`src/rtl/core/assert_macros.svh`:
```
// Assertion macros shared by the sequencer RTL.
`ifndef ASSERT_MACROS_SVH
`define ASSERT_MACROS_SVH

// Checked on every rising clock edge outside reset.
`define ASSERT_SYNC(lbl, clk, rst_n, prop, msg) \
    lbl: assert property (@(posedge clk) disable iff (!rst_n) prop) else $error(msg);

// Checked on every rising clock edge, reset included.
`define ASSERT_ALWAYS(lbl, clk, prop, msg) \
    lbl: assert property (@(posedge clk) prop) else $error(msg);

`endif

```
`src/rtl/core/abps_pkg.sv`:
```
// Types and constants of the alarm beep pattern sequencer.
package abps_pkg;

    localparam int NOW_W = 32;
    localparam int CFG_W = 16;
    localparam int CFG_IDX_W = 2;

    localparam logic [CFG_W-1:0] ALARM_PAUSE_RST = 16'd500;
    localparam logic [CFG_W-1:0] ALARM_HOLD_RST  = 16'd2000;
    localparam logic [CFG_W-1:0] TIMER_PAUSE_RST = 16'd500;
    localparam logic [CFG_W-1:0] TIMER_HOLD_RST  = 16'd2000;

    typedef enum logic [CFG_IDX_W-1:0] {
        CFG_ALARM_PAUSE = 2'd0,
        CFG_ALARM_HOLD  = 2'd1,
        CFG_TIMER_PAUSE = 2'd2,
        CFG_TIMER_HOLD  = 2'd3
    } t_cfg_idx;

    typedef enum logic [2:0] {
        PH_BEEP1 = 3'd0,
        PH_PAUSE = 3'd1,
        PH_BEEP2 = 3'd2,
        PH_HOLD  = 3'd3,
        PH_CLEAR = 3'd4
    } t_phase;

    typedef struct packed {
        t_phase             phase;
        logic               pending;
        logic [NOW_W-1:0]   mark;
    } t_pat_state;

    typedef struct packed {
        logic first;
        logic second;
    } t_beep_ev;

    typedef struct packed {
        logic beep_start;
        logic beep_long;
        logic vibro_start;
        logic vibro_long;
        logic battery_busy;
        logic standby_busy;
        logic timer_busy;
    } t_result;

endpackage

```
`src/rtl/core/abps_req_if.sv`:
```
// Request channel: one handler call per transfer.
interface abps_req_if import abps_pkg::*; ();
    logic             valid;
    logic             ready;
    logic [NOW_W-1:0] now_ms;
    logic             req_battery;
    logic             req_standby;
    logic             req_trim;
    logic             req_timer;

    modport source (output valid, now_ms, req_battery, req_standby, req_trim, req_timer,
                    input ready);
    modport sink (input valid, now_ms, req_battery, req_standby, req_trim, req_timer,
                  output ready);
endinterface

```
`src/rtl/core/abps_res_if.sv`:
```
// Result channel: one result per handler call.
interface abps_res_if;
    logic valid;
    logic ready;
    logic beep_start;
    logic beep_long;
    logic vibro_start;
    logic vibro_long;
    logic battery_busy;
    logic standby_busy;
    logic timer_busy;

    modport source (output valid, beep_start, beep_long, vibro_start, vibro_long,
                    battery_busy, standby_busy, timer_busy, input ready);
    modport sink (input valid, beep_start, beep_long, vibro_start, vibro_long,
                  battery_busy, standby_busy, timer_busy, output ready);
endinterface

```
`src/rtl/core/abps_pattern.sv`:
```
// Next-state logic of one two-beep pattern.
module abps_pattern import abps_pkg::*; (
    input  t_pat_state       i_state,
    input  logic [NOW_W-1:0] i_now,
    input  logic [CFG_W-1:0] i_pause,
    input  logic [CFG_W-1:0] i_hold,
    input  logic             i_req,
    input  logic             i_need_pending,
    output t_pat_state       o_state,
    output t_beep_ev         o_beep
);

    logic             pend;
    logic             go;
    logic [NOW_W-1:0] elapsed;
    t_phase           n_phase;

    assign pend    = i_state.pending | i_req;
    assign go      = pend | ~i_need_pending;
    assign elapsed = i_now - i_state.mark;

    always_comb begin
        n_phase = i_state.phase;
        if (go) begin
            case (i_state.phase)
                PH_BEEP1: begin
                    if (pend) n_phase = PH_PAUSE;
                end
                PH_PAUSE: begin
                    if (elapsed > {{(NOW_W-CFG_W){1'b0}}, i_pause}) n_phase = PH_BEEP2;
                end
                PH_BEEP2: n_phase = PH_HOLD;
                PH_HOLD: begin
                    if (elapsed > {{(NOW_W-CFG_W){1'b0}}, i_hold}) n_phase = PH_CLEAR;
                end
                default: n_phase = PH_BEEP1;
            endcase
        end
    end

    always_comb begin
        o_state.phase   = n_phase;
        o_state.pending = pend;
        o_state.mark    = i_state.mark;
        o_beep          = '0;
        if (go) begin
            case (i_state.phase)
                PH_BEEP1: begin
                    if (pend) begin
                        o_state.mark = i_now;
                        o_beep.first = 1'b1;
                    end
                end
                PH_PAUSE, PH_HOLD: ;
                PH_BEEP2: begin
                    o_state.mark  = i_now;
                    o_beep.second = 1'b1;
                end
                default: o_state.pending = 1'b0;
            endcase
        end
    end

endmodule

```
`src/rtl/core/alarm_beep_pattern_sequencer.sv`:
```
// Top level of the alarm beep pattern sequencer.
// One handler call is taken per clock cycle while the request channel is ready. Its result is registered and
// appears on the result channel in the cycle after the transfer; the request
// channel is ready whenever the result register is empty or its result is
// being taken in the same cycle, so calls stream back to back at one per
// cycle. The pattern state and the registers update at each request transfer.
// Configuration writes are registered and must be made while no result is
// outstanding.
`include "assert_macros.svh"

module alarm_beep_pattern_sequencer import abps_pkg::*; (
    input  logic                 i_clk,
    input  logic                 i_rst_n,
    input  logic                 i_cfg_we,
    input  logic [CFG_IDX_W-1:0] i_cfg_idx,
    input  logic [CFG_W-1:0]     i_cfg_data,
    abps_req_if.sink             i_req_ch,
    abps_res_if.source           o_res_ch
);

    logic [CFG_W-1:0] r_alarm_pause;
    logic [CFG_W-1:0] r_alarm_hold;
    logic [CFG_W-1:0] r_timer_pause;
    logic [CFG_W-1:0] r_timer_hold;

    t_pat_state r_battery, r_standby, r_timer;
    t_pat_state n_battery, n_standby, n_timer;
    t_beep_ev   bat_ev, stb_ev, tmr_ev;

    logic    r_valid;
    t_result r_res;
    t_result n_res;
    logic    xfer;
    logic    tmr_beep;

    assign i_req_ch.ready = ~r_valid | o_res_ch.ready;
    assign xfer           = i_req_ch.valid & i_req_ch.ready;

    always_ff @(posedge i_clk) begin
        if (!i_rst_n) begin
            r_alarm_pause <= ALARM_PAUSE_RST;
            r_alarm_hold  <= ALARM_HOLD_RST;
            r_timer_pause <= TIMER_PAUSE_RST;
            r_timer_hold  <= TIMER_HOLD_RST;
        end else if (i_cfg_we) begin
            case (i_cfg_idx)
                CFG_ALARM_PAUSE: r_alarm_pause <= i_cfg_data;
                CFG_ALARM_HOLD:  r_alarm_hold  <= i_cfg_data;
                CFG_TIMER_PAUSE: r_timer_pause <= i_cfg_data;
                CFG_TIMER_HOLD:  r_timer_hold  <= i_cfg_data;
                default: ;
            endcase
        end
    end

    abps_pattern u_battery (
        .i_state        (r_battery),
        .i_now          (i_req_ch.now_ms),
        .i_pause        (r_alarm_pause),
        .i_hold         (r_alarm_hold),
        .i_req          (i_req_ch.req_battery),
        .i_need_pending (1'b0),
        .o_state        (n_battery),
        .o_beep         (bat_ev)
    );

    abps_pattern u_standby (
        .i_state        (r_standby),
        .i_now          (i_req_ch.now_ms),
        .i_pause        (r_alarm_pause),
        .i_hold         (r_alarm_hold),
        .i_req          (i_req_ch.req_standby),
        .i_need_pending (1'b0),
        .o_state        (n_standby),
        .o_beep         (stb_ev)
    );

    abps_pattern u_timer (
        .i_state        (r_timer),
        .i_now          (i_req_ch.now_ms),
        .i_pause        (r_timer_pause),
        .i_hold         (r_timer_hold),
        .i_req          (i_req_ch.req_timer),
        .i_need_pending (1'b1),
        .o_state        (n_timer),
        .o_beep         (tmr_ev)
    );

    assign tmr_beep = tmr_ev.first | tmr_ev.second;

    // The timer beep is short and wins over a trim or standby beep in the same call.
    always_comb begin
        n_res.beep_start   = bat_ev.first | bat_ev.second | stb_ev.first | stb_ev.second
                           | i_req_ch.req_trim | tmr_beep;
        n_res.beep_long    = ~tmr_beep & (i_req_ch.req_trim | stb_ev.first | stb_ev.second);
        n_res.vibro_start  = tmr_beep;
        n_res.vibro_long   = tmr_ev.first;
        n_res.battery_busy = n_battery.pending | (n_battery.phase != PH_BEEP1);
        n_res.standby_busy = n_standby.pending | (n_standby.phase != PH_BEEP1);
        n_res.timer_busy   = n_timer.pending | (n_timer.phase != PH_BEEP1);
    end

    always_ff @(posedge i_clk) begin
        if (!i_rst_n) begin
            r_battery <= '{phase: PH_BEEP1, pending: 1'b0, mark: '0};
            r_standby <= '{phase: PH_BEEP1, pending: 1'b0, mark: '0};
            r_timer   <= '{phase: PH_BEEP1, pending: 1'b0, mark: '0};
        end else if (xfer) begin
            r_battery <= n_battery;
            r_standby <= n_standby;
            r_timer   <= n_timer;
        end
    end

    always_ff @(posedge i_clk) begin
        if (!i_rst_n) begin
            r_valid <= 1'b0;
        end else if (xfer) begin
            r_valid <= 1'b1;
        end else if (o_res_ch.ready) begin
            r_valid <= 1'b0;
        end
    end

    always_ff @(posedge i_clk) begin
        if (xfer) begin
            r_res <= n_res;
        end
    end

    assign o_res_ch.valid        = r_valid;
    assign o_res_ch.beep_start   = r_res.beep_start;
    assign o_res_ch.beep_long    = r_res.beep_long;
    assign o_res_ch.vibro_start  = r_res.vibro_start;
    assign o_res_ch.vibro_long   = r_res.vibro_long;
    assign o_res_ch.battery_busy = r_res.battery_busy;
    assign o_res_ch.standby_busy = r_res.standby_busy;
    assign o_res_ch.timer_busy   = r_res.timer_busy;

    `ASSERT_ALWAYS(a_rst_empties, i_clk, !i_rst_n |=> !r_valid, "result valid after reset")
    `ASSERT_SYNC(a_xfer_fills, i_clk, i_rst_n, xfer |=> r_valid, "transfer lost its result")
    `ASSERT_SYNC(a_vibro_beeps, i_clk, i_rst_n,
        r_valid |-> (!r_res.vibro_start || (r_res.beep_start && !r_res.beep_long)),
        "vibration without a short beep")
    `ASSERT_SYNC(a_timer_pending, i_clk, i_rst_n,
        (r_timer.phase != PH_BEEP1) |-> r_timer.pending, "timer pattern runs without request")
    `ASSERT_SYNC(a_battery_pending, i_clk, i_rst_n,
        (r_battery.phase != PH_BEEP1) |-> r_battery.pending,
        "battery pattern runs without request")

endmodule

```
`src/flat_wrapper.sv`:
```
// flat-port wrapper written by rule: the top's interface ports become plain ports
module alarm_beep_pattern_sequencer_flat import abps_pkg::*;
  (i_clk, i_rst_n, i_cfg_we, i_cfg_idx, i_cfg_data, i_req_ch_valid, i_req_ch_now_ms, i_req_ch_req_battery, i_req_ch_req_standby, i_req_ch_req_trim, i_req_ch_req_timer, i_req_ch_ready, o_res_ch_valid, o_res_ch_beep_start, o_res_ch_beep_long, o_res_ch_vibro_start, o_res_ch_vibro_long, o_res_ch_battery_busy, o_res_ch_standby_busy, o_res_ch_timer_busy, o_res_ch_ready);
  abps_req_if i_req_ch_i ();
  abps_res_if o_res_ch_i ();
  input  logic i_clk;
  input  logic i_rst_n;
  input  logic i_cfg_we;
  input  logic [CFG_IDX_W-1:0] i_cfg_idx;
  input  logic [CFG_W-1:0] i_cfg_data;
  input wire logic [$bits(i_req_ch_i.valid)-1:0] i_req_ch_valid;
  input wire logic [$bits(i_req_ch_i.now_ms)-1:0] i_req_ch_now_ms;
  input wire logic [$bits(i_req_ch_i.req_battery)-1:0] i_req_ch_req_battery;
  input wire logic [$bits(i_req_ch_i.req_standby)-1:0] i_req_ch_req_standby;
  input wire logic [$bits(i_req_ch_i.req_trim)-1:0] i_req_ch_req_trim;
  input wire logic [$bits(i_req_ch_i.req_timer)-1:0] i_req_ch_req_timer;
  output wire logic [$bits(i_req_ch_i.ready)-1:0] i_req_ch_ready;
  output wire logic [$bits(o_res_ch_i.valid)-1:0] o_res_ch_valid;
  output wire logic [$bits(o_res_ch_i.beep_start)-1:0] o_res_ch_beep_start;
  output wire logic [$bits(o_res_ch_i.beep_long)-1:0] o_res_ch_beep_long;
  output wire logic [$bits(o_res_ch_i.vibro_start)-1:0] o_res_ch_vibro_start;
  output wire logic [$bits(o_res_ch_i.vibro_long)-1:0] o_res_ch_vibro_long;
  output wire logic [$bits(o_res_ch_i.battery_busy)-1:0] o_res_ch_battery_busy;
  output wire logic [$bits(o_res_ch_i.standby_busy)-1:0] o_res_ch_standby_busy;
  output wire logic [$bits(o_res_ch_i.timer_busy)-1:0] o_res_ch_timer_busy;
  input wire logic [$bits(o_res_ch_i.ready)-1:0] o_res_ch_ready;
  assign i_req_ch_i.valid = i_req_ch_valid;
  assign i_req_ch_i.now_ms = i_req_ch_now_ms;
  assign i_req_ch_i.req_battery = i_req_ch_req_battery;
  assign i_req_ch_i.req_standby = i_req_ch_req_standby;
  assign i_req_ch_i.req_trim = i_req_ch_req_trim;
  assign i_req_ch_i.req_timer = i_req_ch_req_timer;
  assign i_req_ch_ready = i_req_ch_i.ready;
  assign o_res_ch_valid = o_res_ch_i.valid;
  assign o_res_ch_beep_start = o_res_ch_i.beep_start;
  assign o_res_ch_beep_long = o_res_ch_i.beep_long;
  assign o_res_ch_vibro_start = o_res_ch_i.vibro_start;
  assign o_res_ch_vibro_long = o_res_ch_i.vibro_long;
  assign o_res_ch_battery_busy = o_res_ch_i.battery_busy;
  assign o_res_ch_standby_busy = o_res_ch_i.standby_busy;
  assign o_res_ch_timer_busy = o_res_ch_i.timer_busy;
  assign o_res_ch_i.ready = o_res_ch_ready;
  alarm_beep_pattern_sequencer u_core (.i_clk(i_clk), .i_rst_n(i_rst_n), .i_cfg_we(i_cfg_we), .i_cfg_idx(i_cfg_idx), .i_cfg_data(i_cfg_data), .i_req_ch(i_req_ch_i), .o_res_ch(o_res_ch_i));
endmodule
```
`config.mk`:
```
export PLATFORM = sky130hd
export DESIGN_NAME = alarm_beep_pattern_sequencer_flat
export DESIGN_NICKNAME = d
export VERILOG_FILES = /design/src/rtl/core/abps_pkg.sv /design/src/rtl/core/abps_req_if.sv /design/src/rtl/core/abps_res_if.sv /design/src/rtl/core/abps_pattern.sv /design/src/rtl/core/alarm_beep_pattern_sequencer.sv /design/src/flat_wrapper.sv
export VERILOG_INCLUDE_DIRS = /design/src /design/src/rtl/core
export SDC_FILE = /design/constraint.sdc
export NUM_CORES = 1
export LEC_CHECK = 0
export BUFFER_PORTS_ARGS = -buffer_cell sky130_fd_sc_hd__buf_4
export CAP_MARGIN = 20
export CORE_AREA = 8 8 161 163
export CTS_CLUSTER_SIZE = 30
export DETAILED_ROUTE_END_ITERATION = 12
export DIE_AREA = 0 0 169 171
export PLACE_DENSITY = 0.82
export SYNTH_ARGS = -nofsm -noshare
export SYNTH_HDL_FRONTEND = slang
export SYNTH_SLANG_ARGS = --single-unit
```
`constraint.sdc`:
```
create_clock -name i_clk -period 9.26 [get_ports i_clk]
set_input_delay 0.926 -clock i_clk [delete_from_list [all_inputs] [get_ports i_clk]]
set_output_delay 0.926 -clock i_clk [all_outputs]
set_load 0.02 [all_outputs]
```
==> impl_metrics.py, run 1 <==
metrics = {
    "drt": {
        "drc": 0,
        "post_drt_wl_per_cell_um": 18.5,
        "firstDrtPassIters": 7,
        "num_vias": 14600,
        "avgViaCountPerCell": 6.17,
        "wl_um": 43800,
        "drt_iter0_drc": 1352,
        "drtAntennaViolNets": 0,
    },
    "worst_setup_path": {
        "cp-start-kind": "input pin",
        "r2r_cells": 21,
        "critPathArrivalTime_ns": 5.16,
        "critPathMaxStageDelay_ns": 0.41,
        "critPathKind": "in -> reg",
        "end_kind": "flop",
        "path_cells": "buf_4, inv_1, ha_1, fa_1, nor2b_1, o2111ai_1, a21oi_1, o21ai_0, nand2b_1, xor2_1, ha_1, a21o_1, a21oi_1, o21a_1, inv_1, a2111oi_0, o31ai_1, nor4_1, nor2_1, nor2_1, a32o_1",
        "slowest_stage": "fa_1",
        "worstPathMaxFanout": 4,
        "required_ns": 9.65,
    },
    "pwr": {
        "power.internal_uw": 1570,
        "pwr-share-clk": 0.297,
        "power.density_mw_per_mm2": 159,
        "p_leak_uw": 0.00646,
        "ir_worst_vdd_uv": 102,
        "switching_share": 0.385,
        "seq_power_share": 0.330,
        "power_frac_comb": 0.372,
        "p_sw_uw": 983,
    },
    "sta": {
        "fin_crit_ns": 4.77,
        "slew_viol_final": 0,
        "worstMarginPinSlew_ns": 1.10,
        "post-route-period-util": 0.515,
        "fmax_ghz": 0.210,
        "hold_violations": 0,
        "clock_skew_ns": 0.0105,
        "rsz0062_at_grt": "no",
        "final.setup.tns_ns": 0,
        "max_slew_margin": 0.251,
        "setup_violations": 0,
    },
    "floorplan": {
        "die_h_um": 171,
        "row_count": 56,
        "die-area_mm2": 0.0289,
        "coreArea_mm2": 0.0233,
        "die_x_um": 169,
        "io_pins": 68,
        "initial_core_util": 0.638,
    },
    "synth": {
        "synthDistinctLibCells": 83,
        "ys_top_cells_by_area": "dfxtp_1 (23%), ha_1 (16%), nand2_1 (10%)",
        "yosys.area.top_type": "dfxtp_1",
        "synthesis.instances": 2038,
        "synth_area_mm2": 0.0149,
        "ys_ff_latch": 180,
        "synth_xor_area_frac": 0.0407,
        "synth.mux.area_fraction": 0.00548,
        "ys.flop_type": "dfxtp_1",
        "yosysMostFrequentCell": "nand2_1",
        "synth_fa_ha_area_frac": 0.163,
        "seq_area_frac_synth": 0.247,
        "avgSynthCellArea_um2": 7.29,
        "syn-num-nets": 2289,
        "async_reset_ff_frac": 0,
        "synth.top_cell.area_share": 0.233,
        "synth_top_family_by_area": "compound AO/OA/AOI/OAI gates",
        "synth_commonest_cells": "nand2_1 (404), a21oi_1 (278), ha_1 (189)",
        "synth_compound_area_frac": 0.254,
        "yosysWarnings": 0,
        "synth-edff-count": 7,
        "yosys.area_share.simple": 0.219,
    },
    "place": {
        "io_buffers": 67,
        "dp_hpwl_um": 34200,
        "place_congestion": 0.965,
    },
    "clocking": {
        "cts_tree": "done",
        "cts-buffers-inserted": 17,
        "clk_pin_slew_worst_paths_ns": 0.07,
        "cts_sinks": 180,
        "ctsHtreeMaxLevel": 4,
        "postCtsSetupRepairBufs": 0,
        "cts_resized": 0,
        "holdBufCountCts": 0,
        "cts_max_path_buffers": 2,
        "insertion_delay_ns": 0.46,
        "cts_root_buffer": "clkbuf_16",
    },
    "grt": {
        "antenna_found_initial": 0,
        "grt_max_degree": 82,
        "grt.total_usage": 0.298,
        "gr-total-overflow": 0,
        "first_global_vias": 13700,
        "grt_pass1_wl_um": 69600,
    },
    "finish": {
        "fin_util": 0.691,
        "n_antenna_cell": 0,
        "area_growth_pct": 8.24,
        "layout-drive-gt1-share": 0.0683,
        "multiInputGateArea_mm2": 0.0101,
        "nNetsFinal": 2290,
        "seqCellArea_mm2": 0.00367,
        "fillerInstances": 2040,
    },
    "status": {
        "status": "completed",
    },
    "worst_hold_path": {
        "hold_class": "reg -> reg",
        "hold_path_depth": 2,
    },
    "job": {
        "cap_violations": 0,
    },
}
final timing paths:
path	startpoint	to	slack, ns
setup reg to reg	u_core.r_timer[1]$_SDFFE_PN0P_	u_core.r_timer[33]$_SDFFE_PN0P_	4.75
setup / recovery	i_req_ch_now_ms[0]	u_core.r_timer[33]$_SDFFE_PN0P_	4.49
hold / removal	u_core.r_battery[14]$_SDFFE_PN0P_	u_core.r_battery[14]$_SDFFE_PN0P_	0.46
hold reg to reg	u_core.r_battery[14]$_SDFFE_PN0P_	u_core.r_battery[14]$_SDFFE_PN0P_	0.46
cells by family (layout without fill, tap and decap cells):
kind of cell,Yosys count,after routing
adders and majority gates,192,192
and+or+nand+nor,716,716
AOI/OAI and AO/OA,598,598
xor gates and xnor gates,69,69
muxes,8,8
DFF,180,180
buffers and inverters,275,288
layer usage:
layer | vias to the layer above | track usage | wire length, um
li1 | 7160 | - | -
met1 | 6914 | 0.388 | 19500
met3 | 71 | 0.0479 | 2990
met5 | - | 0 | 0
met4 | 0 | 0.0989 | 1080
met2 | 485 | 0.497 | 20300
critical path: cells and delay by family:
family / cells / cell delay, ns
fa+ha+maj: 3 / 0.93
buf+inv: 3 / 0.22
simple gates: 5 / 0.90
xor+xnor: 1 / 0.21
compound gates: 9 / 1.96
sequential cells by signal, indices dropped and copies added, names as in the netlist, 16 cells and up:
| register | count |
|---|---|
| u_core.r_timer_pause | 16 |
| u_core.r_timer | 36 |
| u_core.r_standby | 36 |
| u_core.r_timer_hold | 16 |
| u_core.r_battery | 36 |
| u_core.r_alarm_pause | 16 |
| u_core.r_alarm_hold | 16 |
power by group through the flow:
stage / Combinational, uW / Sequential (uW) / Clock [uW]
3_5_place_dp: 927 / 861 / 0
6_report: 952 / 844 / 760
3_3_place_gp: 907 / 859 / 0
5_1_grt: 1060 / 849 / 800
2_1_floorplan: 683 / 859 / 0
4_1_cts: 935 / 843 / 767
per-stage QoR:
stage,power (uW),std cells,area (um^2),setup slack (ns),hold slack (ns)
2_1_floorplan,1540,2038,14900,4.92,0.436
3_3_place_gp,1770,2339,15500,4.22,0.441
3_5_place_dp,1790,2339,15500,4.12,0.446
4_1_cts,2540,2370,16100,4.57,0.457
5_1_grt,2700,2370,16100,4.09,0.467
6_report,2560,2370,16100,4.49,0.455
placed cells by master, fill, tap and decap left out, types with 6 or more instances in the layout:
| cell type | instances |
|---|---|
| a211o_1 | 7 |
| a211oi_1 | 15 |
| a21o_1 | 57 |
| a21oi_1 | 278 |
| a311oi_1 | 7 |
| a31oi_1 | 13 |
| and2_1 | 11 |
| and3_1 | 12 |
| buf_4 | 75 |
| clkbuf_16 | 18 |
| dfxtp_1 | 173 |
| edfxtp_1 | 7 |
| ha_1 | 189 |
| inv_1 | 181 |
| mux2i_1 | 7 |
| nand2_1 | 404 |
| nand2b_1 | 15 |
| nand3_1 | 34 |
| nand4_1 | 51 |
| nor2_1 | 82 |
| nor2b_1 | 20 |
| nor3_1 | 28 |
| nor4_1 | 14 |
| o2111ai_1 | 6 |
| o211ai_1 | 36 |
| o21a_1 | 28 |
| o21ai_0 | 60 |
| o21ai_1 | 6 |
| o21bai_1 | 11 |
| o31ai_1 | 11 |
| or2_2 | 7 |
| or3_1 | 10 |
| xnor2_1 | 47 |
| xor2_1 | 22 |
layout make-up:
| type | instances | share of cell area |
|---|---|---|
| multi-input combinational | 1583 | 0.631 |
| sequential | 180 | 0.229 |
| inverter | 182 | 0.0427 |
| timing repair buffer | 75 | 0.0350 |
| clock buffer | 18 | 0.0280 |
| tap | 319 | 0.0248 |
| clock inverter | 13 | 0.00996 |
No activity file was read; power rests on OpenSTA's default activity.
==> run 2, diff against run 1 <==
--- a/config.mk
+++ b/config.mk
@@ -8,11 +8,11 @@
 export LEC_CHECK = 0
 export BUFFER_PORTS_ARGS = -buffer_cell sky130_fd_sc_hd__buf_4
 export CAP_MARGIN = 20
-export CORE_AREA = 8 8 161 163
+export CORE_AREA = 8 8 171 173
 export CTS_CLUSTER_SIZE = 30
 export DETAILED_ROUTE_END_ITERATION = 12
-export DIE_AREA = 0 0 169 171
-export PLACE_DENSITY = 0.82
+export DIE_AREA = 0 0 179 181
+export PLACE_DENSITY = 0.77
 export SYNTH_ARGS = -nofsm -noshare
 export SYNTH_HDL_FRONTEND = slang
 export SYNTH_SLANG_ARGS = --single-unit
==> constraint.sdc (replaced) <==
create_clock -name i_clk -period 4.2 [get_ports i_clk]
set_input_delay 0.42 -clock i_clk [delete_from_list [all_inputs] [get_ports i_clk]]
set_output_delay 0.42 -clock i_clk [all_outputs]
set_load 0.02 [all_outputs]
==> impl_metrics.py, run 2 (synthesis gave the netlist of run 1 again) <==
metrics = {
    "sta": {
        "hold_violations": 0,
        "rsz0062_at_grt": "yes",
        "setup_violations": 0,
        "worstMarginPinSlew_ns": 0.933,
        "fmax_ghz": 0.245,
        "post-route-period-util": 0.971,
        "slew_viol_final": 0,
        "final.setup.tns_ns": 0,
        "clock_skew_ns": 0.0262,
        "max_slew_margin": 0.376,
        "fin_crit_ns": 4.08,
        "hold_slack_ns": 0.243,
    },
    "floorplan": {
        "io_pins": 68,
        "die_h_um": 181,
        "initial_core_util": 0.560,
        "row_count": 60,
        "coreArea_mm2": 0.0265,
        "die-area_mm2": 0.0324,
        "die_x_um": 179,
    },
    "clocking": {
        "cts_root_buffer": "clkbuf_16",
        "cts-buffers-inserted": 17,
        "clk_pin_slew_worst_paths_ns": 0.09,
        "ctsHtreeMaxLevel": 4,
        "cts_tree": "done",
        "cts_max_path_buffers": 2,
        "cts_sinks": 180,
        "insertion_delay_ns": 0.45,
    },
    "finish": {
        "reg_top3": "u_core.r_battery (36), u_core.r_standby (36), u_core.r_timer (36)",
        "layout_common_cells": "nand2_1 (403), a21oi_1 (273), ha_1 (184)",
        "fin_util": 0.645,
        "n_antenna_cell": 0,
        "area_growth_pct": 15.2,
        "layout-drive-gt1-share": 0.130,
        "layout.cells.non_filler": 2493,
        "final_common_cell": "nand2_1",
        "nNetsFinal": 2390,
    },
    "place": {
        "place_congestion": 0.974,
        "io_buffers": 67,
        "dp_cells": 2454,
        "dp_hpwl_um": 36100,
    },
    "grt": {
        "grt_max_degree": 63,
        "gr-total-overflow": 0,
        "antenna_found_initial": 0,
        "grt.total_usage": 0.277,
        "first_global_vias": 14200,
        "grt_pass1_wl_um": 72200,
    },
    "pwr": {
        "p_leak_uw": 0.00699,
        "ir_worst_vdd_uv": 285,
        "power.density_mw_per_mm2": 344,
    },
    "worst_setup_path": {
        "path_cells": "inv_1, ha_1, buf_4, a31oi_2, a21o_1, nand2_1, a21o_1, a21oi_2, xnor2_2, ha_1, a21o_1, a21o_1, a21o_1, a21oi_1, o21ai_0, a21oi_1, o21ai_2, nor4_2, nor3b_2, o311a_1, o31a_1",
        "end_kind": "flop",
        "slowest_stage": "dfxtp_2",
        "critPathKind": "reg -> reg",
        "required_ns": 4.52,
        "worstPathMaxFanout": 4,
        "critPathMaxStageDelay_ns": 0.38,
        "cp-start-kind": "flop",
        "critPathArrivalTime_ns": 4.40,
        "r2r-start": "u_core.r_timer[4]$_SDFFE_PN0P_",
        "worst_path_most_repeated_cell": "a21o_1",
        "crit_start": "u_core.r_timer[4]$_SDFFE_PN0P_",
    },
    "drt": {
        "drt_iter0_drc": 1193,
        "firstDrtPassIters": 6,
        "post_drt_wl_per_cell_um": 18.6,
        "wl_um": 46400,
        "drc": 0,
        "drtAntennaViolNets": 0,
        "num_vias": 15100,
        "avgViaCountPerCell": 6.04,
    },
    "worst_hold_path": {
        "hold_class": "in -> reg",
        "hold_start": "i_req_ch_valid",
    },
    "job": {
        "cap_violations": 0,
    },
    "status": {
        "status": "completed",
    },
}
run 2: through the flow:
step	area (um^2)	setup WS (ns)	power, uW
2_1_floorplan	14900	0.365	3400
3_3_place_gp	16200	-0.0971	4060
3_5_place_dp	16200	-0.162	4100
4_1_cts	16800	0.0397	5810
5_1_grt	17100	-0.0990	6220
6_report	17100	0.120	5880
run 2: path summary, 6_finish.rpt:
kind / slack [ns] / to / cells past startpoint
worst max-delay path: 0.12 / u_core.r_timer[34]$_SDFFE_PN0P_ / 21
worst min-delay path: 0.24 / u_core.o_res_ch.valid$_SDFFE_PN0P_ / 3
worst max register to register: 0.12 / u_core.r_timer[34]$_SDFFE_PN0P_ / 21
worst min register to register: 0.46 / u_core.r_timer[19]$_SDFFE_PN0P_ / 2
run 2: where the power goes:
part,leakage (uW),internal [uW],switching [uW]
Sequential,0.00148,1810,51.8
Clock,0.000298,829,879
Combinational,0.00521,964,1350
run 2: routing by layer:
metal / vias to the layer above / track usage / wire length (um)
li1: 7373 / - / -
met1: 7130 / 0.366 / 20500
met2: 474 / 0.458 / 22000
met3: 85 / 0.0319 / 2750
met4: 0 / 0.0890 / 1190
met5: - / 0 / 0
run 2: what timing repair did:
item | 4_1_cts | 5_1_grt
buffers inserted | 0 | 7
gates resized for setup | 0 | 45
hold buffers | 0 | 0
setup endpoints to repair | 0 | 6
run 2: critical path, delay by kind of cell, from the launching register on:
family,cells,cell delay (ns)
xor gates and xnor gates,1,0.10
adders and majority gates,2,0.62
DFF,1,0.38
buffers and inverters,2,0.23
and+or+nand+nor,3,0.44
AOI/OAI and AO/OA,13,2.17
run 2: layout make-up:
class / instances / area, um^2
multi-input cells: 1583 / 10400
fillers: 2437 / 9400
flip-flops and latches: 180 / 3680
repair buffers: 175 / 1330
inverters: 182 / 686
clock buffers: 18 / 439
well taps: 341 / 427
clock inverters: 14 / 175
==> run 3, diff against run 2 <==
--- a/config.mk
+++ b/config.mk
@@ -8,11 +8,10 @@
 export LEC_CHECK = 0
 export BUFFER_PORTS_ARGS = -buffer_cell sky130_fd_sc_hd__buf_4
 export CAP_MARGIN = 20
-export CORE_AREA = 8 8 171 173
+export CORE_AREA = 8 8 244 246
 export CTS_CLUSTER_SIZE = 30
 export DETAILED_ROUTE_END_ITERATION = 12
-export DIE_AREA = 0 0 179 181
-export PLACE_DENSITY = 0.77
+export DIE_AREA = 0 0 252 254
 export SYNTH_ARGS = -nofsm -noshare
 export SYNTH_HDL_FRONTEND = slang
 export SYNTH_SLANG_ARGS = --single-unit
==> constraint.sdc (replaced) <==
create_clock -name i_clk -period 3.5 [get_ports i_clk]
set_input_delay 0.35 -clock i_clk [delete_from_list [all_inputs] [get_ports i_clk]]
set_output_delay 0.35 -clock i_clk [all_outputs]
set_load 0.02 [all_outputs]
==> impl_metrics.py, run 3 (synthesis gave the netlist of run 1 again) <==
metrics = {
    "finish": {
        "n_antenna_cell": 0,
        "fin_util": 0.380,
        "layout-drive-gt1-share": 0.298,
        "fillerInstances": 5849,
        "final_common_cell": "buf_4",
        "reg_top3": "u_core.r_battery (36), u_core.r_standby (36), u_core.r_timer (36)",
        "area_growth_pct": 42.7,
        "layout_common_cells": "buf_4 (487), nand2_1 (399), a21oi_1 (253)",
        "nNetsFinal": 2720,
    },
    "status": {
        "status": "complete, but fails checks",
        "violations": "negative setup slack",
    },
    "floorplan": {
        "row_count": 87,
        "io_pins": 68,
        "coreArea_mm2": 0.0557,
        "die-area_mm2": 0.0640,
        "die_h_um": 254,
        "die_x_um": 252,
        "initial_core_util": 0.266,
    },
    "drt": {
        "firstDrtPassIters": 5,
        "post_drt_wl_per_cell_um": 17.4,
        "avgViaCountPerCell": 4.97,
        "drtAntennaViolNets": 0,
        "num_vias": 16100,
        "drt_iter0_drc": 1057,
        "wl_um": 56300,
        "drc": 0,
    },
    "sta": {
        "worstMarginPinSlew_ns": 0.800,
        "fin_crit_ns": 3.89,
        "clock_skew_ns": 0.0121,
        "hold_violations": 0,
        "setup_slack_ns": -0.394,
        "fmax_ghz": 0.257,
        "slew_viol_final": 0,
        "post-route-period-util": 1.11,
        "rsz0062_at_grt": "yes",
        "setup_violations": 9,
        "max_slew_margin": 0.467,
    },
    "grt": {
        "gr-total-overflow": 0,
        "antenna_found_initial": 0,
        "grt_max_degree": 56,
        "grt.total_usage": 0.172,
        "first_global_vias": 15500,
        "grt_pass1_wl_um": 86900,
    },
    "place": {
        "io_buffers": 67,
        "place_congestion": 0.951,
        "preCtsSetupSlack_ns": -1.03,
        "dp_hpwl_um": 45300,
    },
    "pwr": {
        "total_power_uw": 8060,
        "ir_worst_vdd_uv": 416,
        "power.density_mw_per_mm2": 380,
        "p_leak_uw": 0.00878,
    },
    "worst_setup_path": {
        "worstPathMaxFanout": 4,
        "path_cells": "inv_2, ha_4, nand4_1, a211oi_2, buf_4, o311ai_4, a21oi_2, nor2b_2, buf_6, xnor2_4, buf_4, ha_4, nand4_1, nor2_4, nand2_4, nor2_4, a21oi_4, or4_4, a22o_1, o21a_1",
        "rrSetupSlack_ns": -0.39,
        "required_ns": 3.89,
        "critPathKind": "reg -> reg",
        "end_kind": "flop",
        "slowest_stage": "or4_4",
        "cp-start-kind": "flop",
        "critPathArrivalTime_ns": 4.29,
        "critPathMaxStageDelay_ns": 0.43,
    },
    "clocking": {
        "cts_max_path_buffers": 2,
        "cts-buffers-inserted": 17,
        "cts_sinks": 180,
        "cts_root_buffer": "clkbuf_16",
        "holdBufCountCts": 0,
        "ctsHtreeMaxLevel": 4,
        "clk_pin_slew_worst_paths_ns": 0.08,
        "cts_tree": "done",
        "insertion_delay_ns": 0.50,
    },
    "job": {
        "cap_violations": 0,
    },
    "worst_hold_path": {
        "hold_class": "in -> reg",
    },
}
## run 3: changes by cell type in the layout (fill, tap and decap cells not counted), sizes merged
| cell | before | now |
|---|---|---|
| inv | 189 | 191 |
| buf | 175 | 505 |
| bufinv | 0 | 1 |
| clkinvlp | 0 | 1 |
| clkbuf | 18 | 17 |
| clkinv | 7 | 4 |
## run 3: repair_timing
item / in CTS / in global routing
setup endpoints to repair: 9 / 9
setup buffers: 18 / 12
gates resized for setup: 125 / 95
pin swaps: 84 / 68
## run 3: through the flow
step	area, um^2	instances	setup TNS (ns)	hold WS [ns]
final	21200	3238	-2.36	0.129
after global routing	21200	3238	-3.66	0.122
after CTS	20500	3229	-2.77	0.0925
after detailed placement	19200	3179	-6.95	0.447
after global placement	19200	3179	-6.42	0.442
after floorplan	15000	2038	-0.222	0.436
## run 3: layout make-up
type	instances	area, um^2	area share
inverters	182	702	0.0331
clock inverters	15	163	0.00768
repair buffers	505	3900	0.184
clock buffers	17	425	0.0201
well taps	756	946	0.0446
flip-flops and latches	180	3690	0.174
multi-input cells	1583	11400	0.536
## run 3: power breakdown
| part | leakage, uW | switching [uW] | internal, uW |
|---|---|---|---|
| clock network | 0.000290 | 992 | 1010 |
| registers | 0.00148 | 62.5 | 2180 |
| logic | 0.00700 | 2000 | 1820 |
| total | 0.00878 | 3050 | 5010 |
## run 3: final timing paths
path,startpoint,to,depth (start not counted)
setup reg to reg,u_core.r_standby[6]$_SDFFE_PN0P_,u_core.r_standby[34]$_SDFFE_PN0P_,20
hold reg to reg,u_core.r_battery[20]$_SDFFE_PN0P_,u_core.r_battery[20]$_SDFFE_PN0P_,2
setup / recovery,u_core.r_standby[6]$_SDFFE_PN0P_,u_core.r_standby[34]$_SDFFE_PN0P_,20
hold / removal,i_cfg_data[1],u_core.r_alarm_pause[1]$_SDFFE_PN0P_,3
## run 3: layer usage
| layer | vias up | routed length [um] | GRT usage |
|---|---|---|---|
| li1 | 8029 | - | - |
| met1 | 7652 | 25900 | 0.221 |
| met2 | 352 | 26500 | 0.292 |
| met3 | 72 | 2290 | 0.0254 |
| met4 | 0 | 1580 | 0.0617 |
| met5 | - | 0 | 0 |
## run 3: critical path: cells and delay by family, from the launching register on
family,cells,cell delay [ns]
AOI/OAI and AO/OA,6,0.94
xor gates and xnor gates,1,0.14
adders and majority gates,2,0.56
buffers and inverters,4,0.50
DFF,1,0.33
and+or+nand+nor,7,1.32
